--- src/rtl/zvrs_pkg.sv ---
`default_nettype none
package zvrs_pkg;

  localparam int FRAC     = 24;
  localparam int Z_W      = 33;
  localparam int MANT_W   = 32;
  localparam int POS_W    = 6;
  localparam int LOG_W    = POS_W + FRAC;
  localparam int EXP_W    = 31;
  localparam int QUO_W    = 32;
  localparam int SHAPE_W  = 28;
  localparam int ROOT_W   = 31;
  localparam int TWOPOW_W = 33;

  localparam logic [1:0] REG_SHAPE  = 2'd0;
  localparam logic [1:0] REG_ROOT   = 2'd1;
  localparam logic [1:0] REG_TWOPOW = 2'd2;

  // Q30 value of 2^(2^-k): k successive integer square roots starting from 2.0.
  function automatic logic [31:0] root_val(input int k);
    logic [63:0] r;
    logic [63:0] n;
    logic [63:0] res;
    logic [63:0] bitv;
    r = 64'd1 << 31;
    for (int i = 1; i <= k; i++) begin
      n    = r << 30;
      res  = '0;
      bitv = 64'd1 << 62;
      for (int j = 0; j < 32; j++) begin
        if (n >= res + bitv) begin
          n   = n - (res + bitv);
          res = (res >> 1) + bitv;
        end else begin
          res = res >> 1;
        end
        bitv = bitv >> 2;
      end
      r = res;
    end
    return r[31:0];
  endfunction

endpackage
`default_nettype wire

--- src/rtl/zvrs_div.sv ---
`default_nettype none
module zvrs_div #(
  parameter int DW = 48,
  parameter int SW = 1
) (
  input  logic                         clk,
  input  logic                         rst,
  input  logic                         in_valid,
  input  logic [DW-1:0]                in_d,
  input  logic [SW-1:0]                in_side,
  output logic                         out_valid,
  output logic [zvrs_pkg::QUO_W-1:0]   out_q,
  output logic [SW-1:0]                out_side
);
  import zvrs_pkg::*;

  logic             v_r    [0:QUO_W-1];
  logic [QUO_W-1:0] r_r    [0:QUO_W-1];
  logic [QUO_W-1:0] q_r    [0:QUO_W-1];
  logic [DW-1:0]    d_r    [0:QUO_W-1];
  logic [SW-1:0]    side_r [0:QUO_W-1];

  // Restoring division of 2^31 by d, one quotient bit per stage.
  for (genvar s = 0; s < QUO_W; s++) begin : g_bit
    localparam int B = QUO_W - 1 - s;
    logic             v_in;
    logic [QUO_W-1:0] r_in;
    logic [QUO_W-1:0] q_in;
    logic [DW-1:0]    d_in;
    logic [SW-1:0]    side_in;
    logic [63:0]      d_wide;
    logic             fits;

    if (s == 0) begin : g_first
      assign v_in    = in_valid;
      assign r_in    = QUO_W'(1) << (QUO_W - 1);
      assign q_in    = '0;
      assign d_in    = in_d;
      assign side_in = in_side;
    end else begin : g_next
      assign v_in    = v_r[s-1];
      assign r_in    = r_r[s-1];
      assign q_in    = q_r[s-1];
      assign d_in    = d_r[s-1];
      assign side_in = side_r[s-1];
    end

    assign d_wide = 64'(d_in);
    assign fits   = (d_wide[63:32] == 32'd0) && (d_wide[31:0] <= (r_in >> B));

    always_ff @(posedge clk) begin
      if (rst) begin
        v_r[s] <= 1'b0;
      end else begin
        v_r[s] <= v_in;
      end
    end

    always_ff @(posedge clk) begin
      r_r[s]    <= fits ? (r_in - (d_wide[31:0] << B)) : r_in;
      q_r[s]    <= fits ? (q_in | (QUO_W'(1) << B)) : q_in;
      d_r[s]    <= d_in;
      side_r[s] <= side_in;
    end
  end

  assign out_valid = v_r[QUO_W-1];
  assign out_q     = q_r[QUO_W-1];
  assign out_side  = side_r[QUO_W-1];

endmodule
`default_nettype wire

--- config.mk ---
export PLATFORM = sky130hd
export DESIGN_NAME = zvrs_div
export DESIGN_NICKNAME = d
export VERILOG_FILES = /design/src/rtl/zvrs_pkg.sv /design/src/rtl/zvrs_div.sv
export SDC_FILE = /design/constraint.sdc
export NUM_CORES = 2
export LEC_CHECK = 0
export ABC_AREA = 0
export BUFFER_PORTS_ARGS = -buffer_cell sky130_fd_sc_hd__buf_2
export CORE_MARGIN = 8
export CORE_UTILIZATION = 45
export CTS_CLUSTER_DIAMETER = 200
export DETAILED_ROUTE_END_ITERATION = 10
export MAX_ROUTING_LAYER = met4
export PLACE_DENSITY = 0.65
export SYNTH_ARGS = -nofsm -noshare
export SYNTH_HDL_FRONTEND = slang
export SYNTH_SLANG_ARGS = --single-unit
export TNS_END_PERCENT = 100
--- constraint.sdc ---
create_clock -name clk -period 7 [get_ports clk]
set_clock_uncertainty 0.15 [all_clocks]
set_input_delay 0.35 -clock clk [delete_from_list [all_inputs] [get_ports clk]]
set_output_delay 0.35 -clock clk [all_outputs]
set_load 0.02 [all_outputs]
==> metrics.txt <==
status=finished, final reports clean; gr ovfl total=0; pwr dens=approximately 290 nW/um2; Fill cells=about 18,000; Post-Synth Simple-Gate Area=0.0887; CP max stage delay=0.85 ns; Util after Layout=0.518; Static Leak=47.8 nW; Max VDD drop=0.000262 V; Mean Syn Cell Area=10.6 um2; P_int=0.0243 W; startpoint types=register; P_sw=0.00637 W; Hold Violations, Final=0; final WL=185,000 um; share of the synthesized area in the top cell type=0.557; dominant synthesized flop cell=dfxtp_1; Setup TNS=0 ns; Tmin final=4.15 ns; CP Max Fanout=24; number of flops mapped to enable cells by yosys=0; unrepaired setup endpoints after global routing=false; worst hold path cell count=0; DRT iter0 DRCs=2,888; post-synthesis xor/xnor area fraction=0.0374; synth top area cells=dfxtp_1 (56%), ha_1 (13%), inv_1 (4.5%); # DRC=0; slew margin rel.=0.184; # port buffers=85; Setup crit end kind=register; clk_lat worst skew=between 0.8 and 0.9 ns; Pre-antenna DRT Iters=6; Setup violations, final=0; Synth top cells by count=dfxtp_1 (2,576), inv_1 (1,102), ha_1 (944), o21ai_0 (509), a21oi_1 (487); vias per cell=4.94; CTS Sinks=2,576; Starting Density=0.453; CORE AREA=around 200,000 um2; Crit path required time=7.58 ns; Seq cells post-synth=approximately 2,600; Nets=10,100; Syn-to-layout area delta=14.5%; sequential share of the synthesized area=0.557; arrival time of the worst setup path=4.73 ns; Max Freq=between 200 and 250 MHz; die area=221,000 um2; Hold Crit Class=register to register; vias=58,900; largest family of logic cells by synthesized area=adder cells; clock network power share=0.465; Syn Inst Count=between 8,000 and 9,000; Max Slew Vio Count=0; largest net degree at the start of global routing=62; register area=51,600 um2; clock buffer depth=4; Num CTS Buffers=279; Routed wire per std cell=15.5 um; cells along the critical path=inv_1 -> ha_1 -> nand4_1 -> or2_2 -> nor4_1 -> o311ai_0 -> nand3_1 -> o21ai_4 -> buf_4 -> mux2_2; Final period util=0.593; Net Count, Synth=9,738; Synth cell types=93; sw frac=0.208; sequential share of power=0.504; die height=470 um; critical path type=register to register; H-tree levels=5; Synth Area in Compound Gates=0.116; Syn Std Cell Area=92,600 um2; r2r worst-path depth=10; Logic pwr share=0.031; initial antenna violation count=1; number of global-route vias before repair=59,400; cell taking the most area after synthesis=dfxtp_1; Post-DP HPWL=139,000 um; slowest stage cell, crit path=nor4_1; post-synthesis mux area share=0.0157; Detail Route Antenna Nets=0; GR Util All Layers=0.169; Root Driver=clkbuf_16; number of core rows=166; multi-input logic area=around 36,000 um2; CTS tree=built; CTS clk-pin slew, worst paths=approximately 0.060 ns; Die X=470 um; Synth Warn #=0; layout cells sized above 1=0.0637; count leader, synth=dfxtp_1; Placer Congestion=about 0.9; Least-Margin Pin Slew=1.22 ns; Post-synth ARST share=0; max cap viols=0; I/O Pins=86; first-pass GRT wire length=between 300,000 and 400,000 um; Synth Area in Adders=0.134
[power groups by stage]
stage	registers (W)	logic, W	clock network (W)
2_1_floorplan	0.0156	0.000687	0
3_3_place_gp	0.0158	0.000854	0
3_5_place_dp	0.0158	0.000878	0
4_1_cts	0.0155	0.000930	0.0147
5_1_grt	0.0155	0.00106	0.0153
6_report	0.0155	0.000937	0.0143
[layout make-up]
| class | count | area share |
|---|---|---|
| diodes | 2 | 0.0000472 |
| clock buffers | 379 | 0.0743 |
| clock inverters | 85 | 0.0108 |
| inverters | 1103 | 0.0391 |
| multi-input cells | 4882 | 0.343 |
| flip-flops and latches | 2576 | 0.487 |
| well taps | 2688 | 0.0317 |
| repair buffers | 203 | 0.0148 |
[logic make-up (layout without fill, tap and decap cells)]
group | count (synthesis) | after routing
fa+ha+maj | 973 | 973
flops | 2576 | 2576
xor+xnor | 395 | 395
compound gates | 1742 | 1742
buf+inv | 1255 | 1770
mux | 141 | 141
simple gates | 1631 | 1631
other cells | 0 | 2
[worst paths after layout]
kind | start | endpoint | slack, ns
worst max register to register | r_r[27][28] | r_r[28][6] | 2.85
worst max-delay path | r_r[27][28] | r_r[28][6] | 2.85
worst min register to register | q_r[14][18] | q_r[15][18] | 0.12
worst min-delay path | q_r[14][18] | q_r[15][18] | 0.12
[per-stage QoR]
| stage | hold slack (ns) | area [um2] | power, W | worst slack [ns] | instances |
|---|---|---|---|---|---|
| 5_1_grt | 0.101 | 106000 | 0.0319 | 2.68 | 11900 |
| 2_1_floorplan | 0.160 | 92600 | 0.0163 | 4.06 | 8713 |
| 6_report | 0.123 | 106000 | 0.0307 | 2.85 | 11900 |
| 4_1_cts | 0.0733 | 106000 | 0.0311 | 2.96 | 11900 |
| 3_5_place_dp | 0.162 | 96000 | 0.0167 | 3.03 | 11400 |
| 3_3_place_gp | 0.160 | 96000 | 0.0166 | 2.49 | 11400 |
[placed cells by master, fill, tap and decap left out, drive strengths merged, types with 15 or more instances in the layout]
cell,synthesis,routed
and3,35,35
a31oi,46,46
inv,1103,1112
clkbuf,133,379
o21a,52,52
o211ai,27,27
or3,23,23
mux2,31,31
a21oi,487,487
nand2,466,466
xor2,224,224
dlygate4sd3,0,101
a21boi,31,31
nand2b,72,72
nor2,283,283
mux2i,110,110
a211oi,19,19
nand4,113,113
fa,29,29
xnor2,171,171
o21ai,531,531
nor3,80,80
bufinv,0,24
nand3,98,98
nor2b,141,141
dfxtp,2576,2576
a2111oi,15,15
o31ai,34,34
a21o,317,317
a211o,22,22
clkinv,0,46
ha,944,944
nor4,249,249
or4,21,21
a221oi,17,17
buf,19,101
o21bai,40,40
[registers in the layout, summed over array words and instances, names as in the netlist]
register	count
d_r	1488
q_r	528
r_r	496
side_r	32
v_r	32
[layer usage]
layer,global-route usage,vias up,wire length (um)
li1,-,29900,-
met1,0.197,27700,81200
met2,0.300,975,92400
met3,0.0255,375,6520
met4,0.0511,0,5240
met5,-,-,0
[critical path: cells and delay by family, from the launching register on]
| family | cells | cell delay (ns) |
|---|---|---|
| flops | 1 | 0.40 |
| fa+ha+maj | 1 | 0.43 |
| simple gates | 4 | 1.64 |
| mux | 1 | 0.32 |
| buf+inv | 2 | 0.36 |
| compound gates | 2 | 0.68 |
[repair_timing]
action	4_1_cts	5_1_grt
hold buffers	101	0
setup buffers	0	0
resized for setup	0	0
endpoints found under the hold margin	83	0
Note: power is estimated with default switching activity, not from simulation.
